## config.mk

```make
export PLATFORM = sky130hd
export DESIGN_NAME = iplf_cell
export DESIGN_NICKNAME = d
export VERILOG_FILES = /design/src/iplf_pkg.sv /design/src/iplf_cell.sv
export SDC_FILE = /design/constraint.sdc
export NUM_CORES = 1
export LEC_CHECK = 0
export ABC_AREA = 1
export BUFFER_PORTS_ARGS = -buffer_cell sky130_fd_sc_hd__buf_2
export CORE_AREA = 2 2 195 197
export DETAILED_ROUTE_END_ITERATION = 10
export DIE_AREA = 0 0 197 199
export PLACE_DENSITY = 0.63
export SLEW_MARGIN = 20
export SYNTH_ARGS = -nofsm -noshare
export SYNTH_HDL_FRONTEND = slang
export SYNTH_SLANG_ARGS = --single-unit
```

## constraint.sdc

```tcl
create_clock -name i_clk -period 1.5 [get_ports i_clk]
set_input_delay 0.075 -clock i_clk [delete_from_list [all_inputs] [get_ports i_clk]]
set_output_delay 0.075 -clock i_clk [all_outputs]
set_load 0.05 [all_outputs]
```

## src/iplf_pkg.sv

```systemverilog
// ----------------------------------------------------------------------------
// iplf_pkg
// Shared widths, mode codes and pipeline types for the image placement block.
// ----------------------------------------------------------------------------
`default_nettype none

package iplf_pkg;

    localparam int DIM_BITS    = 16;
    localparam int FRAC_BITS   = 8;
    localparam int IN_W        = 16;
    localparam int FUNC_W      = 3;
    localparam int NUM_W       = 2 * DIM_BITS + FRAC_BITS;
    localparam int N_CELLS     = NUM_W;
    localparam int POS_W       = 41;
    localparam int SZ_W        = 40;
    localparam int CNT_W       = 16;
    localparam int IN_FLD_W    = 6 * IN_W;
    localparam int IN_TDATA_W  = ((IN_FLD_W + 7) / 8) * 8;
    localparam int OUT_FLD_W   = 2 * POS_W + 2 * SZ_W + 1 + 2 * CNT_W;
    localparam int OUT_TDATA_W = ((OUT_FLD_W + 7) / 8) * 8;

    localparam logic [FUNC_W-1:0] MODE_STRETCH = 3'd0;
    localparam logic [FUNC_W-1:0] MODE_CENTER  = 3'd1;
    localparam logic [FUNC_W-1:0] MODE_FIT     = 3'd2;
    localparam logic [FUNC_W-1:0] MODE_FILL    = 3'd3;
    localparam logic [FUNC_W-1:0] MODE_TILE    = 3'd4;

    typedef struct packed {
        logic [FUNC_W-1:0]      mode;
        logic                   deg;
        logic                   use_x;
        logic signed [IN_W-1:0] ox;
        logic signed [IN_W-1:0] oy;
        logic [DIM_BITS-1:0]    aw;
        logic [DIM_BITS-1:0]    ah;
        logic [DIM_BITS-1:0]    iw;
        logic [DIM_BITS-1:0]    ih;
    } t_side;

    typedef struct packed {
        logic [DIM_BITS-1:0] rem;
        logic [NUM_W-1:0]    nq;
        logic [DIM_BITS-1:0] dvs;
    } t_lane;

    typedef struct packed {
        logic  vld;
        t_side side;
        t_lane l0;
        t_lane l1;
    } t_stage;

    typedef struct packed {
        logic signed [POS_W-1:0] dx;
        logic signed [POS_W-1:0] dy;
        logic [SZ_W-1:0]         dw;
        logic [SZ_W-1:0]         dh;
        logic                    clip;
        logic [CNT_W-1:0]        cols;
        logic [CNT_W-1:0]        rows;
    } t_res;

endpackage

`default_nettype wire

```

## src/iplf_cell.sv

```systemverilog
// ----------------------------------------------------------------------------
// iplf_cell
// One restoring division step on two lanes; carries the request alongside.
// ----------------------------------------------------------------------------
`default_nettype none

module iplf_cell
    import iplf_pkg::*;
(
    input  wire logic i_clk,
    input  wire logic i_rst_n,
    input  wire logic i_en,
    input  t_stage    i_stg,
    output t_stage    o_stg
);

    logic   r_vld;
    t_stage r_stg;
    t_stage n_stg;

    function automatic t_lane lane_step(input t_lane a);
        logic [DIM_BITS:0] t;
        logic              ge;
        t_lane             b;
        t      = {a.rem, a.nq[NUM_W-1]};
        ge     = t >= {1'b0, a.dvs};
        b.dvs  = a.dvs;
        b.rem  = ge ? DIM_BITS'(t - {1'b0, a.dvs}) : t[DIM_BITS-1:0];
        b.nq   = {a.nq[NUM_W-2:0], ge};
        return b;
    endfunction

    always_comb begin
        n_stg    = i_stg;
        n_stg.l0 = lane_step(i_stg.l0);
        n_stg.l1 = lane_step(i_stg.l1);
    end

    always_ff @(posedge i_clk) begin
        if (!i_rst_n) begin
            r_vld <= 1'b0;
        end else if (i_en) begin
            r_vld <= i_stg.vld;
        end
    end

    always_ff @(posedge i_clk) begin
        if (i_en) begin
            r_stg <= n_stg;
        end
    end

    always_comb begin
        o_stg     = r_stg;
        o_stg.vld = r_vld;
    end

endmodule

`default_nettype wire

```

### Word level (Yosys, flattened, before mapping)

Index checks and enable logic that the tools add are counted.
W data, S select, Z words.

| cells by class | value |
|---|---|
| add/subtract/negate cells | 2 |
| order comparisons | 2 |
| muxes and demuxes | 2 |

Operator list:

| operator | count |
|---|---|
| $ge A17 B16 Y1 | 2 |
| $mux W16 | 2 |
| $sub A16 B16 Y16 | 2 |

| storage, ports and cells | value |
|---|---|
| register bits | 246 |
| input port bits | 249 |
| output and inout bits | 246 |
| logic and storage cells | 22 |

### Logic depth before layout (Yosys ltp)

| depth | value |
|---|---|
| depth in word-level cells | 2 |
| mapped depth | 13 |

### Worst setup path before layout

OpenSTA, ideal clock, no wires.

| timing path | value |
|---|---|
| kind | input to register |
| start point | in i_stg[10] (netlist name) |
| end point | reg r_stg, in the netlist o_stg[63], data pin |
| setup time | 0.252 ns |
| data arrival time | 1.318 ns |
| setup slack | -0.070 ns |
| stages | 13 |
| path buffers | 1 |
| cell sequence | inv_1 -> ha_1 -> nand2_2 -> inv_2 -> nand2_2 -> nor2_2 -> nand3b_1 -> nand2_1 -> nor2_4 -> nand2_4 -> buf_12 -> nand2_2 -> nand2_1 |

RTL lines:

| what | line | source |
|---|---|---|
| from (decl) | iplf_cell.sv:13 | `input t_stage i_stg,` |
| to (signal assigned) | iplf_cell.sv:49 | `r_stg <= n_stg;` |
| to (decl) | iplf_cell.sv:18 | `t_stage r_stg;` |

### Final worst setup path

| timing path | value |
|---|---|
| start point | reg r_stg, in the netlist o_stg[96] |
| end point | out o_stg[96] (netlist name) |

RTL lines:

| what | line | source |
|---|---|---|
| to (decl) | iplf_cell.sv:14 | `output t_stage o_stg` |

No word-level cell between the ends.

==> results.json <==
{
  "status": "complete, no violations",
  "slew_violations": 0,
  "drtAntennaViolNets": 0,
  "avgSynthCellArea_sq_um": 12.75,
  "ctsResizeCount": 0,
  "crit_chain": "buf_2",
  "grt_antenna_before_repair": 5,
  "layout.cells.non_filler": 2166,
  "nets": 1948,
  "grt_pass1_vias": 9718,
  "cp.depth": 1,
  "postSynth.asyncResetShare": 0,
  "wl_mm": 37.23,
  "cts_buffers": 29,
  "drive_gt1_frac": 0.4193,
  "final_util": 0.4757,
  "dp_hpwl_mm": 26.16,
  "synth-edff-count": 245,
  "worst_slew_pin_slew_ps": 969.6,
  "fin_ws_ps": 190.8,
  "ir_drop_uv": 905.8,
  "slew_headroom": 0.3515,
  "seq_area_frac_synth": 0.7262,
  "critPathMaxFanout": 1,
  "clkTransAtPathRegs_ps": 70,
  "critPathRequiredTime_ps": 1420,
  "io_buffers": 494,
  "drtPass1Iterations": 5,
  "start_kind": "flip-flop",
  "htree_levels": 1,
  "synth_cell_types": 32,
  "die_x_microns": 197,
  "hp-start": "i_en",
  "ys_seq_elements": 246,
  "fp.dieArea_sq_mm": 0.03920,
  "synth_common_cells": "245 x edfxtp_1, 219 x nand2_1, 117 x inv_1, 53 x nand3_1, 32 x ha_1",
  "multi_input_area_sq_mm": 0.002449,
  "yosysMostFrequentCell": "edfxtp_1",
  "seqCellArea_sq_mm": 0.007377,
  "criticalPathCategory": "flip-flop to primary output",
  "crit_path_start": "o_stg[96]",
  "drc_errors": 0,
  "ios": 495,
  "synth-warning-count": 0,
  "m1WireLength_mm": 14.50,
  "syn_to_final_growth_pct": 73.89,
  "finalHoldViolCount": 0,
  "grt_pass1_wl_mm": 53.87,
  "vias": 9208,
  "rr_startpoint": "r_vld",
  "crit_slowest_cell": "edfxtp_1",
  "grt_max_degree": 50,
  "synth_area_sq_mm": 0.01016,
  "path_buf_inv": 1,
  "grt_usage": 0.1804,
  "dr_wl_met2_mm": 18.75,
  "synth-main-ff-cell": "edfxtp_1",
  "via_per_inst": 4.251,
  "synth_top_area_share": 0.7242,
  "finalSetupTns_ps": 0,
  "place_ws_ps": -347.3,
  "grt-ovfl-total": 0,
  "cts.sinks": 246,
  "cp_slowest_stage_delay_ps": 380,
  "n_fill_cell": 3325,
  "fin_crit_sh": 0.8728,
  "rsz0062_at_grt": "no",
  "setup_viol": 0,
  "dr.max_layer_used": "met5",
  "fp.dieH_microns": 199,
  "arrival_ps": 1230,
  "core_sq_mm": 0.03713,
  "power.density_mw_per_mm2": 1183,
  "fmax_mhz": 763.8,
  "p_total_mw": 20.89,
  "clk-insertion-delay-late_ps": 560,
  "synth_area_leader_cell": "edfxtp_1",
  "place_congestion": 0.8697,
  "synth_area_leaders": "edfxtp_1 72%, nand2_1 8.1%, inv_1 4.3%",
  "met3_length_mm": 2.485,
  "place_inst": 1862,
  "crit_path_end_kind": "primary output",
  "drt_iter0_markers": 365,
  "critPathTopFamily": "flip-flops",
  "clockBufferDepth": 3,
  "holdPathStages": 2,
  "cts_root_buf": "clkbuf_16",
  "r2r_cells": 3,
  "period_minus_slack_ps": 1309,
  "postCtsSetupBuffers": 0,
  "start_util": 0.2736,
  "cts_tree": "built",
  "cap_violations": 0,
  "synth_fp_nets": 1080,
  "fin_skew_ps": 0,
  "rows": 71,
  "drt-wirelength-per-cell_microns": 17.19,
  "syn_inst": 797,
  "total_leakage_power_nw": 8.268,
  "min-delay-path-class": "input port to flip-flop"
}
## power by group
| group | switching (mW) | internal, mW |
|---|---|---|
| combinational | 3.61 | 1.75 |
| sequential | 0.169 | 8.26 |
| clock | 3.00 | 4.10 |
## timing repair
item                                    in CTS  in global routing
endpoints found under the setup margin       0                  0
hold buffers                               246                  0
endpoints found under the hold margin      262                  0
## path summary, 6_finish.rpt
| path | end | slack (ps) |
|---|---|---|
| setup / recovery | o_stg[96] | 190 |
| hold / removal | o_stg[65] | 30 |
| setup reg to reg | r_vld | 270 |
| hold reg to reg | r_vld | 1150 |
## registers in the layout, summed over array words and instances (netlist names)
| name | flops |
|---|---|
| o_stg | 245 |
| r_vld | 1 |
## cells by family (layout without fill, tap and decap cells)
kind of cell,count (synthesis),after routing,synth area share
xor gates and xnor gates,12,12,0.01035
buffers and inverters,134,1023,0.05272
other,0,6,0
AOI/OAI and AO/OA,27,27,0.01503
DFF,246,246,0.7262
adders and majority gates,34,34,0.04335
and+or+nand+nor,344,344,0.1524
## layer usage
| layer | up-vias | GRT usage |
|---|---|---|
| li1 | 4440 | - |
| met1 | 4335 | 0.2081 |
| met2 | 355 | 0.3226 |
| met3 | 76 | 0.03934 |
| met4 | 2 | 0.07769 |
| met5 | - | 0 |
## metrics by stage
step | area, sq um | hold WS [ps]
after floorplan | 10360 | 168.5
after global placement | 14230 | 251.1
after detailed placement | 14230 | 253.1
after CTS | 17650 | 4.137
after global routing | 17660 | 8.210
final | 17660 | 26.32
## cell usage in the layout (no fill, tap or decap), types with 7 or more instances in the layout
master	count
dlygate4sd3_1	246
inv_2	11
nor2_1	21
ha_4	15
buf_4	98
nand2_2	18
nand4_1	7
nand3_1	53
xor2_1	10
ha_1	17
clkbuf_16	29
inv_1	116
edfxtp_1	245
buf_2	493
nand2_1	216
a21oi_1	17
## final cells by class
class,count,area share
sequential,246,0.4176
timing repair buffer,844,0.3284
multi-input combinational,417,0.1386
clock buffer,31,0.04151
tap,474,0.03357
inverter,127,0.02699
clock inverter,21,0.01247
antenna,6,0.0008500
No activity file was read; power rests on OpenSTA's default activity.
