$ cat config.mk
export PLATFORM = sky130hd
export DESIGN_NAME = iplf_prep
export DESIGN_NICKNAME = d
export VERILOG_FILES = /design/src/iplf_pkg.sv /design/src/iplf_prep.sv
export SDC_FILE = /design/constraint.sdc
export NUM_CORES = 2
export LEC_CHECK = 0
export BUFFER_PORTS_ARGS = -buffer_cell sky130_fd_sc_hd__buf_4
export CAP_MARGIN = 15
export CORE_MARGIN = 1.5
export CORE_UTILIZATION = 45
export CTS_BUF_LIST = sky130_fd_sc_hd__clkbuf_8
export DETAILED_ROUTE_END_ITERATION = 10
export PLACE_DENSITY_LB_ADDON = 0.15
export SETUP_SLACK_MARGIN = 0.5
export SLEW_MARGIN = 20
export SYNTH_ARGS = -nofsm -noshare
export SYNTH_HDL_FRONTEND = slang
export SYNTH_SLANG_ARGS = --single-unit
$ cat constraint.sdc
create_clock -name i_clk -period 10.3 [get_ports i_clk]
set_input_delay 2.06 -clock i_clk [delete_from_list [all_inputs] [get_ports i_clk]]
set_output_delay 2.06 -clock i_clk [all_outputs]
set_load 0.03 [all_outputs]
$ cat src/iplf_pkg.sv
// ----------------------------------------------------------------------------
// iplf_pkg
// Shared widths, mode codes and pipeline types for the image placement block.
// ----------------------------------------------------------------------------
`default_nettype none

package iplf_pkg;

    localparam int DIM_BITS    = 16;
    localparam int FRAC_BITS   = 8;
    localparam int IN_W        = 16;
    localparam int FUNC_W      = 3;
    localparam int NUM_W       = 2 * DIM_BITS + FRAC_BITS;
    localparam int N_CELLS     = NUM_W;
    localparam int POS_W       = 41;
    localparam int SZ_W        = 40;
    localparam int CNT_W       = 16;
    localparam int IN_FLD_W    = 6 * IN_W;
    localparam int IN_TDATA_W  = ((IN_FLD_W + 7) / 8) * 8;
    localparam int OUT_FLD_W   = 2 * POS_W + 2 * SZ_W + 1 + 2 * CNT_W;
    localparam int OUT_TDATA_W = ((OUT_FLD_W + 7) / 8) * 8;

    localparam logic [FUNC_W-1:0] MODE_STRETCH = 3'd0;
    localparam logic [FUNC_W-1:0] MODE_CENTER  = 3'd1;
    localparam logic [FUNC_W-1:0] MODE_FIT     = 3'd2;
    localparam logic [FUNC_W-1:0] MODE_FILL    = 3'd3;
    localparam logic [FUNC_W-1:0] MODE_TILE    = 3'd4;

    typedef struct packed {
        logic [FUNC_W-1:0]      mode;
        logic                   deg;
        logic                   use_x;
        logic signed [IN_W-1:0] ox;
        logic signed [IN_W-1:0] oy;
        logic [DIM_BITS-1:0]    aw;
        logic [DIM_BITS-1:0]    ah;
        logic [DIM_BITS-1:0]    iw;
        logic [DIM_BITS-1:0]    ih;
    } t_side;

    typedef struct packed {
        logic [DIM_BITS-1:0] rem;
        logic [NUM_W-1:0]    nq;
        logic [DIM_BITS-1:0] dvs;
    } t_lane;

    typedef struct packed {
        logic  vld;
        t_side side;
        t_lane l0;
        t_lane l1;
    } t_stage;

    typedef struct packed {
        logic signed [POS_W-1:0] dx;
        logic signed [POS_W-1:0] dy;
        logic [SZ_W-1:0]         dw;
        logic [SZ_W-1:0]         dh;
        logic                    clip;
        logic [CNT_W-1:0]        cols;
        logic [CNT_W-1:0]        rows;
    } t_res;

endpackage

`default_nettype wire

$ cat src/iplf_prep.sv
// ----------------------------------------------------------------------------
// iplf_prep
// Input register, axis products and divider lane setup.
// ----------------------------------------------------------------------------
`default_nettype none

module iplf_prep
    import iplf_pkg::*;
(
    input  wire logic                i_clk,
    input  wire logic                i_rst_n,
    input  wire logic                i_en,
    input  wire logic                i_vld,
    input  wire logic [FUNC_W-1:0]   i_func,
    input  wire logic [IN_W-1:0]     i_area_x,
    input  wire logic [IN_W-1:0]     i_area_y,
    input  wire logic [IN_W-1:0]     i_area_width,
    input  wire logic [IN_W-1:0]     i_area_height,
    input  wire logic [IN_W-1:0]     i_image_width,
    input  wire logic [IN_W-1:0]     i_image_height,
    output t_stage                   o_stg
);

    logic                    r_vld;
    t_side                   r_side;
    logic [2*DIM_BITS-1:0]   r_px;
    logic [2*DIM_BITS-1:0]   r_py;
    t_side                   n_side;
    logic [DIM_BITS-1:0]     aw, ah, iw, ih;
    logic                    x_smaller;
    logic                    use_x;
    logic [2*DIM_BITS-1:0]   prod;

    assign aw = i_area_width[DIM_BITS-1:0];
    assign ah = i_area_height[DIM_BITS-1:0];
    assign iw = i_image_width[DIM_BITS-1:0];
    assign ih = i_image_height[DIM_BITS-1:0];

    always_comb begin
        n_side       = '0;
        n_side.mode  = i_func;
        n_side.deg   = (aw == '0) || (ah == '0) || (iw == '0) || (ih == '0);
        n_side.ox    = i_area_x;
        n_side.oy    = i_area_y;
        n_side.aw    = aw;
        n_side.ah    = ah;
        n_side.iw    = iw;
        n_side.ih    = ih;
    end

    always_ff @(posedge i_clk) begin
        if (!i_rst_n) begin
            r_vld <= 1'b0;
        end else if (i_en) begin
            r_vld <= i_vld;
        end
    end

    always_ff @(posedge i_clk) begin
        if (i_en) begin
            r_side <= n_side;
            r_px   <= aw * ih;
            r_py   <= ah * iw;
        end
    end

    assign x_smaller = r_px < r_py;
    assign use_x     = (r_side.mode == MODE_FIT) ? x_smaller : !x_smaller;
    assign prod      = use_x ? r_px : r_py;

    always_comb begin
        o_stg            = '0;
        o_stg.vld        = r_vld;
        o_stg.side       = r_side;
        o_stg.side.use_x = use_x;
        o_stg.l1.nq      = NUM_W'({1'b0, r_side.ah} + {1'b0, r_side.ih} - 1'b1);
        o_stg.l1.dvs     = r_side.ih;
        if (r_side.mode == MODE_TILE) begin
            o_stg.l0.nq  = NUM_W'({1'b0, r_side.aw} + {1'b0, r_side.iw} - 1'b1);
            o_stg.l0.dvs = r_side.iw;
        end else begin
            o_stg.l0.nq  = NUM_W'(prod) << FRAC_BITS;
            o_stg.l0.dvs = use_x ? r_side.iw : r_side.ih;
        end
    end

endmodule

`default_nettype wire

**Word level (Yosys, flattened, before mapping)**

Cells that the tools add are included.
W data, S select, Z words.

- $add $sub $neg: 4
- Multipliers: 2
- Order comparisons: 1
- Equality and inequality tests: 2
- Mux-type cells: 4
- Reductions and logical operators: 8

Operators with widths:

| kind | count |
|---|---|
| $logic_not A16 Y1 | 4 |
| $mul A16 B16 Y32 | 2 |
| $mux W56 | 1 |
| $sub A17 B1 Y18 const B | 2 |
| $add A16 B16 Y17 | 2 |
| $lt A32 B32 Y1 | 1 |
| $mux W32 | 1 |
| $mux W16 | 1 |
| $eq A3 B2 Y1 const B | 1 |
| $eq A3 B3 Y1 const B | 1 |
| $logic_or A1 B1 Y1 | 3 |
| $logic_not A1 Y1 | 1 |
| $mux W1 | 1 |

- Bits in registers: 165
- Output and inout port bits: 246
- Word-level logic and storage cells: 32

**Longest topological paths before layout**

- Depth after elaboration: 5
- Mapped depth: 25

**Worst setup path after synthesis**

No wires, ideal clock.

- Kind: input-to-reg
- Start: input port i_area_width[13]
- End: register r_px[31] (data pin)
- Library setup time: 260 ps
- Arrival time: 7770 ps
- Required time: 10040 ps
- Slack: 2270 ps
- Stages on the path: 23
- Buffers on the path: 2
- Path through: clkbuf_1 clkbuf_1 nand2_1 fa_1 fa_1 inv_1 fa_1 fa_1 fa_1 inv_1 fa_1 inv_1 ha_1 a21oi_1 o21ai_0 a221oi_2 o211ai_1 a31o_2 and4_4 a2111oi_4 o21ai_1 a21oi_2 xnor2_1

- Cells in the longest elaborated chain, start to end: 1

Ends and longest elaborated chain:

| item | line | RTL |
|---|---|---|
| start: declaration | iplf_prep.sv:17 | `input wire logic [IN_W-1:0] i_area_width,` |
| $mul A16 B16 Y32 | iplf_prep.sv:62 | `r_px <= aw * ih;` |
| end signal: assignment | iplf_prep.sv:62 |  |
| end: declaration | iplf_prep.sv:26 | `logic [2*DIM_BITS-1:0] r_px;` |

No other way between the ends.
A chain may end at the register's enable or synchronous reset.

**Final worst setup path**

- Start: input port i_area_width[7]
- End: register r_px[28] (data pin)

The elaborated chain is that of the path after synthesis.

==> results.toml <==
[yosys]
synth.cell_area_um2 = 26000
synth_ff_type = "edfxtp_1"
synth_cells = 2723
yosys.cell_types.count = 65
synth_edf_count = 164
ys_seq_area_share_pct = 19.0
async_reset_ff_share_pct = 0
ys_ff_latch = 165
yosys_warnings = 0
avgSynthCellArea_um2 = 9.56

[clock_tree]
tritoncts = "yes"
clkTransAtPathRegs_ns = 0.11
clock_sinks = 165
cts_resized = 0
htreeDepth = 4
clockBufferDepth = 2
cts_hold_buf = 0
clk-insertion-delay-late_ns = 0.54
post_cts_buffers = 0
cts_made_buffers = 17
clock-root-buffer = "clkbuf_8"

[detailed_routing]
vias_per_cell = 5.20
via_count = 19300
first_pass_iters = 5
final_antenna_net_count = 0
drc_errors = 0
wl_per_cell_um = 19.7
drt_wl_total_um = 73000
drt_iter0_drc = 1036

[critical_path]
crit_slowest_cell = "fa_1"
critPathMaxFanout = 18
crit_chain = "buf_4 > and2_1 > fa_1 > inv_1 > fa_1 > fa_1 > fa_1 > inv_1 > fa_1 > inv_1 > fa_1 > inv_1 > ha_1 > and3_1 > and3_2 > a21oi_1 > a22oi_2 > a221o_2 > a221o_2 > a21o_1 > a21oi_2 > xnor2_1"
crit_path_end_kind = "register"
worstSetupPathType = "in -> reg"
cp_common_cell = "fa_1"
crit_required_ns = 10.60
critPathLaunchType = "input port"
cp_top_family = "adder cells"
path_buf_inv = 5
arrival_ns = 8.08
slowest_delay_ns = 0.55

[grt]
antenna_found_initial = 0
grt_pass1_vias = 20600
grt_usage_pct = 25.5
overflow = 0
grt_max_degree = 95
grt_pass1_wl_um = 115000

[status]
run_status = "completed"

[sta]
slew_headroom_pct = 27.5
skew_ns = 0
fin_setup_tns_ns = 0
fin_crit_ns = 7.78
rsz0062_at_grt = "false"
setup_viol = 0
fin_crit_sh_pct = 75.5
hold_ws_ns = 0.531
tightest_slew_ns = 1.09
finalHoldViolCount = 0
fmax_mhz = 129
slew_violations = 0

[hold_path]
hp-class = "reg -> reg"

[finish]
layout_common_cells = "inv_1, fa_1, nand2_1"
synthToLayoutAreaGrowth_pct = 11.6
drive_gt1_share_pct = 13.3
final_util_pct = 51.2
nets = 3728
layout_commonest_cell = "inv_1"
n_fill_cell = 5278
n_antenna_cell = 0

[floorplanning]
num_io_pins = 349
fp-row-count = 87
initial_core_util_pct = 45.9
die_x_um = 243
die_y_um = 243
core_um2 = 56700
die_area_um2 = 59300

[placed_design]
io_buffers = 316
gp_congestion = 0.929
dp_hpwl_um = 57600

[pwr]
cellLeakagePower_nw = 14.8
peakVddDrop_mv = 0.374
powerDensity_nw_per_um2 = 353

[flow_run]
maxCapViolations = 0
[state kept, by name (all words and copies together), names as in the netlist]
register,cells
r_px,32
r_py,32
o_stg,100
r_vld,1
[worst paths after layout]
path / from / endpoint / slack (ns) / cells past startpoint
min reg2reg: r_vld / r_vld / 0.53 / 2
min: r_vld / r_vld / 0.53 / 2
max reg2reg: r_vld / r_vld / 9.70 / 2
max: i_area_width[7] / r_px[28] / 2.52 / 22
[synth_stat cells (all sizes together), types with 14 or more instances]
master	number	area [um2]
nand4	15	93.8
o21ai	76	380
buf	78	568
mux2i	35	350
nand2	331	1240
and2	239	1500
a21o	51	390
clkbuf	80	300
xnor2	58	508
nand3	14	70.1
fa	390	7810
edfxtp	164	4920
nor4	17	106
xor2	27	236
inv	618	2320
nor2	44	165
ha	301	3770
a21oi	72	379
[final cells by class]
cell class                 instances  area [um2]  share of cell area [%]
clock buffer                      17         234                   0.806
clock inverter                    15         183                   0.629
inverter                         618        2320                    7.99
multi-input combinational       1813       18000                    62.0
sequential                       165        4940                    17.0
tap                              756         946                    3.26
timing repair buffer             319        2400                    8.26
[worst min-delay path, stage by stage (launching register included)]
cell	delay, ns
dfxtp_1	0.33
mux2i_1	0.12
nor2b_1	0.05
[through the flow]
stage                     cell area [um2]  worst slack (ns)  power (mW)  std cells
after global placement              28600              2.04        9.69       3671
after global routing                29000              2.31        11.4       3703
after detailed placement            28600              1.97        9.78       3671
after CTS                           29000              2.57        10.4       3703
final                               29000              2.52        10.3       3703
after floorplan                     26100              2.27        7.65       2754
[metal layers]
layer / vias up / track usage (%) / part of all wire, %
met3: 104 / 4.24 / 6.2
met2: 626 / 42.9 / 49
met4: 0 / 9.21 / 3.2
li1: 8769 / - / -
met5: - / 0 / 0
met1: 9753 / 33.0 / 42
[power breakdown]
part / leakage [nW] / switching (mW) / total [mW] / internal, mW
Clock: 0.206 / 0.317 / 0.503 / 0.186
Combinational: 13.0 / 4.84 / 8.38 / 3.54
Sequential: 1.61 / 0.110 / 1.37 / 1.26
[logic make-up after synthesis]
kind of cell / after synthesis / synth area share [%]
AO/OA/AOI/OAI: 263 / 6.60
XOR/XNOR: 85 / 2.86
adder cells (fa/ha/maj): 691 / 44.5
buffers and inverters: 776 / 12.3
flip-flops: 165 / 19.0
multiplexers: 35 / 1.35
other: 1 / 0.0144
AND/OR/NAND/NOR: 707 / 13.4
(Power assumes the default switching activity.)
