==> src/iplf_pkg.sv <==
// ----------------------------------------------------------------------------
// iplf_pkg
// Shared widths, mode codes and pipeline types for the image placement block.
// ----------------------------------------------------------------------------
`default_nettype none

package iplf_pkg;

    localparam int DIM_BITS    = 16;
    localparam int FRAC_BITS   = 8;
    localparam int IN_W        = 16;
    localparam int FUNC_W      = 3;
    localparam int NUM_W       = 2 * DIM_BITS + FRAC_BITS;
    localparam int N_CELLS     = NUM_W;
    localparam int POS_W       = 41;
    localparam int SZ_W        = 40;
    localparam int CNT_W       = 16;
    localparam int IN_FLD_W    = 6 * IN_W;
    localparam int IN_TDATA_W  = ((IN_FLD_W + 7) / 8) * 8;
    localparam int OUT_FLD_W   = 2 * POS_W + 2 * SZ_W + 1 + 2 * CNT_W;
    localparam int OUT_TDATA_W = ((OUT_FLD_W + 7) / 8) * 8;

    localparam logic [FUNC_W-1:0] MODE_STRETCH = 3'd0;
    localparam logic [FUNC_W-1:0] MODE_CENTER  = 3'd1;
    localparam logic [FUNC_W-1:0] MODE_FIT     = 3'd2;
    localparam logic [FUNC_W-1:0] MODE_FILL    = 3'd3;
    localparam logic [FUNC_W-1:0] MODE_TILE    = 3'd4;

    typedef struct packed {
        logic [FUNC_W-1:0]      mode;
        logic                   deg;
        logic                   use_x;
        logic signed [IN_W-1:0] ox;
        logic signed [IN_W-1:0] oy;
        logic [DIM_BITS-1:0]    aw;
        logic [DIM_BITS-1:0]    ah;
        logic [DIM_BITS-1:0]    iw;
        logic [DIM_BITS-1:0]    ih;
    } t_side;

    typedef struct packed {
        logic [DIM_BITS-1:0] rem;
        logic [NUM_W-1:0]    nq;
        logic [DIM_BITS-1:0] dvs;
    } t_lane;

    typedef struct packed {
        logic  vld;
        t_side side;
        t_lane l0;
        t_lane l1;
    } t_stage;

    typedef struct packed {
        logic signed [POS_W-1:0] dx;
        logic signed [POS_W-1:0] dy;
        logic [SZ_W-1:0]         dw;
        logic [SZ_W-1:0]         dh;
        logic                    clip;
        logic [CNT_W-1:0]        cols;
        logic [CNT_W-1:0]        rows;
    } t_res;

endpackage

`default_nettype wire

==> src/iplf_post.sv <==
// ----------------------------------------------------------------------------
// iplf_post
// Mode selection, centering offsets and output register.
// ----------------------------------------------------------------------------
`default_nettype none

module iplf_post
    import iplf_pkg::*;
(
    input  wire logic i_clk,
    input  wire logic i_rst_n,
    input  wire logic i_en,
    input  t_stage    i_stg,
    output logic      o_vld,
    output t_res      o_res
);

    logic                    r_vld;
    t_res                    r_res;
    t_res                    n_res;
    t_side                   s;
    logic [SZ_W-1:0]         awf, ahf;
    logic signed [POS_W-1:0] bx, by;
    logic                    ctr;

    function automatic logic signed [POS_W-1:0] half_gap(
        input logic [SZ_W-1:0] area,
        input logic [SZ_W-1:0] sz
    );
        logic signed [SZ_W+1:0] diff;
        diff = $signed({2'b00, area}) - $signed({2'b00, sz});
        return POS_W'(diff >>> 1);
    endfunction

    assign s   = i_stg.side;
    assign awf = SZ_W'(s.aw) << FRAC_BITS;
    assign ahf = SZ_W'(s.ah) << FRAC_BITS;
    assign bx  = $signed({{(POS_W-IN_W){s.ox[IN_W-1]}}, s.ox}) <<< FRAC_BITS;
    assign by  = $signed({{(POS_W-IN_W){s.oy[IN_W-1]}}, s.oy}) <<< FRAC_BITS;

    always_comb begin
        n_res    = '0;
        n_res.dx = bx;
        n_res.dy = by;
        ctr      = 1'b0;
        if (!s.deg) begin
            case (s.mode)
                MODE_STRETCH: begin
                    n_res.dw = awf;
                    n_res.dh = ahf;
                end
                MODE_CENTER: begin
                    n_res.dw   = SZ_W'(s.iw) << FRAC_BITS;
                    n_res.dh   = SZ_W'(s.ih) << FRAC_BITS;
                    n_res.clip = (s.iw > s.aw) || (s.ih > s.ah);
                    ctr        = 1'b1;
                end
                MODE_TILE: begin
                    n_res.cols = i_stg.l0.nq[CNT_W-1:0];
                    n_res.rows = i_stg.l1.nq[CNT_W-1:0];
                end
                default: begin
                    if (s.use_x) begin
                        n_res.dw = awf;
                        n_res.dh = i_stg.l0.nq[SZ_W-1:0];
                    end else begin
                        n_res.dw = i_stg.l0.nq[SZ_W-1:0];
                        n_res.dh = ahf;
                    end
                    n_res.clip = s.mode != MODE_FIT;
                    ctr        = 1'b1;
                end
            endcase
        end
        if (ctr) begin
            n_res.dx = bx + half_gap(awf, n_res.dw);
            n_res.dy = by + half_gap(ahf, n_res.dh);
        end
    end

    always_ff @(posedge i_clk) begin
        if (!i_rst_n) begin
            r_vld <= 1'b0;
        end else if (i_en) begin
            r_vld <= i_stg.vld;
        end
    end

    always_ff @(posedge i_clk) begin
        if (i_en) begin
            r_res <= n_res;
        end
    end

    assign o_vld = r_vld;
    assign o_res = r_res;

endmodule

`default_nettype wire

==> config.mk <==
export PLATFORM = sky130hd
export DESIGN_NAME = iplf_post
export DESIGN_NICKNAME = d
export VERILOG_FILES = /design/src/iplf_pkg.sv /design/src/iplf_post.sv
export SDC_FILE = /design/constraint.sdc
export NUM_CORES = 1
export LEC_CHECK = 0
export BUFFER_PORTS_ARGS = -buffer_cell sky130_fd_sc_hd__buf_2
export CORE_UTILIZATION = 30
export CTS_CLUSTER_DIAMETER = 200
export DETAILED_ROUTE_END_ITERATION = 10
export SLEW_MARGIN = 5
export SYNTH_ARGS = -nofsm -noshare
export SYNTH_HDL_FRONTEND = slang
export SYNTH_SLANG_ARGS = --single-unit
==> constraint.sdc <==
create_clock -name i_clk -period 6.1 [get_ports i_clk]
set_input_delay 0 -clock i_clk [delete_from_list [all_inputs] [get_ports i_clk]]
set_output_delay 0 -clock i_clk [all_outputs]
set_load 0.02 [all_outputs]
==> Yosys cells after proc, flatten, opt, wreduce, memory -nomap -nowiden <==
Index checks and enable logic that the tools add are counted.
{ "totals": {"ff_bits": 196, "out_inout_bits": 196, "input_bits": 249, "wordCells": 32} }
{ "op_classes": {"muxes": 8, "n_reduce_logical": 4, "n_eq_ne": 3, "n_lt_le_gt_ge": 2, "addsub": 4, "n_bitwise": 1} }
{ "ops": {"columns": ["operator", "n"], "rows": [
  ["one-hot mux 80 bit (3 select lines)", 1],
  ["2-to-1 mux 113 bit", 1],
  ["adder 24 x 40 -> 41 bit", 2],
  ["2-to-1 mux 82 bit", 1],
  ["subtractor 24 x 40 -> 41 bit", 2],
  ["2-to-1 mux 80 bit", 1],
  ["> comparator 16 bit", 2],
  ["2-to-1 mux 32 bit", 1],
  ["OR reduction 2 bit", 2],
  ["== test 3 x 1 -> 1 bit (second input constant)", 1],
  ["== test 3 bit (second input constant)", 1],
  ["logical NOT 3 bit", 1],
  ["!= test 3 x 2 -> 1 bit (second input constant)", 1],
  ["2-to-1 mux 1 bit", 2],
  ["one-hot mux 1 bit (2 select lines)", 1],
  ["logical OR 1 bit", 1],
  ["NOT 1 bit", 1]
]} }

==> Depth between registers and ports, before layout <==
{ "logic_depth": {"word_depth": 7, "depth_mapped": 27, "depth_no_buf": 24} }

==> Worst setup path after synthesis <==
Ideal clock, no wire load.
{ "synth_path": {"path_type": "input to register", "start": "input i_stg[240] in the netlist's numbering", "end": "register r_res (netlist bit o_res[149]), data pin", "stages": 26, "setup_ps": 269, "slack_ps": 861, "n_path_buf": 3, "arrival_time_ps": 4971, "t_required_ps": 5831, "path_cell_list": "clkbuf_1 buf_1 mux2i_1 a21oi_1 o21ai_0 ha_1 a21oi_1 o21bai_1 a311oi_1 o21ai_0 a21oi_1 o21a_1 o31ai_2 buf_2 nand2_1 a22oi_1 ha_1 a21o_1 a21o_1 a21o_1 a31oi_1 a211oi_1 o21ai_0 o2bb2ai_1 xor2_1 a21oi_1"} }
{ "synth_lines": {"columns": ["item", "line", "rtl"], "rows": [
  ["start: declaration", "iplf_post.sv:13", "input t_stage i_stg,"],
  ["end signal: assignment", "iplf_post.sv:91", "r_res <= n_res;"],
  ["end: declaration", "iplf_post.sv:19", "t_res r_res;"]
]} }

==> results.cfg <==
[timing]
fin_crit_sh_pct = 93.4
worstMarginPinSlew_ns = 0.767
fin_skew_ns = 0
finalCriticalPeriod_ns = 5.70
setup_tns_ns = 0
grt_setup_unrepaired = no
fmax_mhz = 176
setup-violations-final = 0
finalMaxSlewViolations = 0
hold_viol_final = 0
relSlewSlack_pct = 48.9

[synthesis]
synth_area_um2 = 15100
synth_area_leader_cell = edfxtp_1
ys.flop_type = edfxtp_1
ys_async_sr_fraction_pct = 0
synth_compound_area_share_pct = 21.5
synth_commonest_cells = 195 x edfxtp_1, 150 x a21oi_1, 140 x ha_1, 136 x nand2_1, 133 x o21ai_0
synth_top_area_share_pct = 38.9
syn-num-nets = 2008
synth_sequential_area_ratio_pct = 39.0
synth_fa_ha_area_share_pct = 11.9
ys_warn_count = 0
synthSimpleGateAreaFrac_pct = 15.3
synthesis.area_per_instance_um2 = 9.31
synthMuxAreaShare_pct = 2.68
synth-xor-area-share_pct = 5.47
synthCells = 1617
synth_edf_count = 195
synth_top_family_by_area = compound AO/OA/AOI/OAI gates
yosys-top-cells-area = edfxtp_1 39%, ha_1 12%, a21oi_1 5.0%, o21ai_0 4.4%, nand2_1 3.4%
ys_seq_elements = 196
synth.most_common_cell = edfxtp_1
ys_types = 66

[die]
rows = 81
core_area_um2 = 49300
fp.dieArea_um2 = 51100
start_util_pct = 30.6
die_w_um = 226
die_h_um = 226
ios = 445

[critical_path]
cp-start-kind = input port
rrSetupSlack_ns = 4.92
crit_path_end_kind = flop
worstPathMaxFanout = 27
crit_start = i_stg[242]
r2r_start = o_vld
rr_endpoint = o_vld
crit_path_end = o_res[191]
critPathKind = input port to flop
worstPathArrival_ns = 5.91
required_ns = 6.31
r2r_cells = 3

[cells_and_area]
post-route-util_pct = 39.1
nets = 2443
n_fill_cell = 4949
finalInstanceArea_um2 = 19300
fin_cells = 2733
area_growth_pct = 28.0
drive_gt1_share_pct = 21.8

[placement]
gp_congestion = 0.920
dp.cells = 2606
post_dp_cell_area_um2 = 17700
portBuffers = 356
hpwl_um = 41300

[drt]
vias_per_cell = 5.16
postRouteAntennaNets = 0
drtPass1Iterations = 5
routed_wl_um = 53100
drt_iter0_drc = 995
vias = 14096
wl_per_cell_um = 19.4
remaining_drc_errors = 0

[pwr]
irDropWorstVdd_v = 0.000159
p_int_w = 0.00313
switching_share_pct = 38.5
pwr_density_cell_nw_per_um2 = 264
p_leak_nw = 8.61
clockPowerShare_pct = 23.6
p_total_w = 0.00509
combPwrFrac_pct = 42.9
power.switching_w = 0.00196
power_frac_seq_pct = 33.4

[clock_network]
clk_latency_ns = 0.49
cts.path.max_buffers = 2
ctsHtreeMaxLevel = 4
cts_tree = done
clock_tree.root_cell = clkbuf_16
cts_buffers = 17
path_clk_slew_ns = 0.08
cts_num_sinks = 196

[global_routing]
grt_max_degree = 133
grt_first_pass_wirelength_um = 78700
antenna_found_initial = 9
grt-ovfl-total = 0
grt_use_total_pct = 20.7
first_global_vias = 13427

[flow_run]
cap_viol_max_count = 0

[status]
status = completed

[worst_hold_path]
hold_path.class = input port to flop
min_delay_path_depth = 4
==> sequential cells by signal, indices dropped and copies added, names as in the netlist <==
register,count
o_res,195
o_vld,1
==> what timing repair did <==
item                                    CTS  global route
buffers inserted                          0             0
endpoints found under the hold margin   115             0
endpoints found under the setup margin    0             9
hold buffers                             91             0
gates resized for setup                   0             6
==> routing by layer <==
| layer | global-route usage [%] | vias up | part of all wire, % |
|---|---|---|---|
| li1 | - | 6809 | - |
| met1 | 26.2 | 6713 | 44 |
| met2 | 33.7 | 492 | 46 |
| met3 | 4.97 | 76 | 6.4 |
| met4 | 8.44 | 6 | 3.3 |
| met5 | 0 | - | 0.068 |
==> placed cells by master (no fill, tap or decap), types with 7 or more instances in the layout <==
master           n
clkbuf_16       17
nor2_1         112
a21oi_1        150
a211o_1          7
o21a_1          18
nand3_1         27
ha_1           140
nand2_1        136
edfxtp_1       195
o21ai_0        129
inv_1          101
xnor2_1         48
o21bai_1        16
a21o_1          66
a22oi_1         16
buf_4           31
and2_1          81
dlygate4sd3_1   91
and3_1           8
a31oi_1         12
o22a_1          29
mux2i_1         37
nor2b_1         10
buf_2          355
o31ai_1         10
nand4_1         23
xor2_1          46
nor3_1          18
o211ai_1        11
nand2b_1        15
==> worst min-delay path by stage <==
stage | startpoint | endpoint | slack, ns
6_report | i_stg[151] | o_res[48] | 0.04
3_3_place_gp | i_rst_n | o_vld | 0.22
4_1_cts | i_stg[166] | o_res[87] | 0.005
5_1_grt | i_stg[91] | o_res[19] | 0.03
3_5_place_dp | i_rst_n | o_vld | 0.24
2_1_floorplan | i_en | o_res[0] | 0.11
==> through the flow <==
stage	hold WS [ns]	setup WS, ns
2_1_floorplan	0.112	0.861
4_1_cts	0.00492	0.408
5_1_grt	0.0329	0.0138
3_5_place_dp	0.235	0.301
3_3_place_gp	0.217	0.330
6_report	0.0385	0.404
==> power groups by stage <==
stage                     clock network [W]  logic (W)  registers, W
after floorplan                           0    0.00126       0.00191
after global placement                    0    0.00210       0.00173
after detailed placement                  0    0.00212       0.00173
after CTS                           0.00124    0.00218       0.00171
after global routing                0.00128    0.00241       0.00172
final                               0.00120    0.00219       0.00170
==> cell families after synthesis <==
group,after synthesis
AO/OA/AOI/OAI,514
XOR/XNOR,94
adder cells (fa/ha/maj),142
buffers and inverters,165
flip-flops,196
multiplexers,40
AND/OR/NAND/NOR,466
==> final cells by class <==
class / count / area [um2] / share of cell area, %
Sequential cell: 196 / 5880 / 30.5
Inverter: 101 / 379 / 1.97
Timing Repair Buffer: 480 / 2970 / 15.4
Clock buffer: 17 / 425 / 2.21
Multi-Input combinational cell: 1256 / 8600 / 44.6
Antenna cell: 4 / 10.0 / 0.0519
Tap cell: 664 / 831 / 4.31
Clock inverter: 15 / 175 / 0.909
==> critical path: stages <==
cell and delay (ns):
dlygate4sd3_1 0.54, buf_2 0.29, nand2_1 0.21, buf_12 0.22, o22a_1 0.20, o21ai_0 0.24
ha_1 0.34, a21o_1 0.20, a221o_1 0.40, a311oi_1 0.40, buf_4 0.20, o21bai_1 0.07
xor2_1 0.16, ha_1 0.35, and3_1 0.21, nand3_1 0.09, o31ai_1 0.23, a211o_1 0.24
a31oi_1 0.14, or4_1 0.56, o31ai_1 0.33, xnor2_1 0.15, o21ai_0 0.09
No activity file was read; power rests on OpenSTA's default activity.
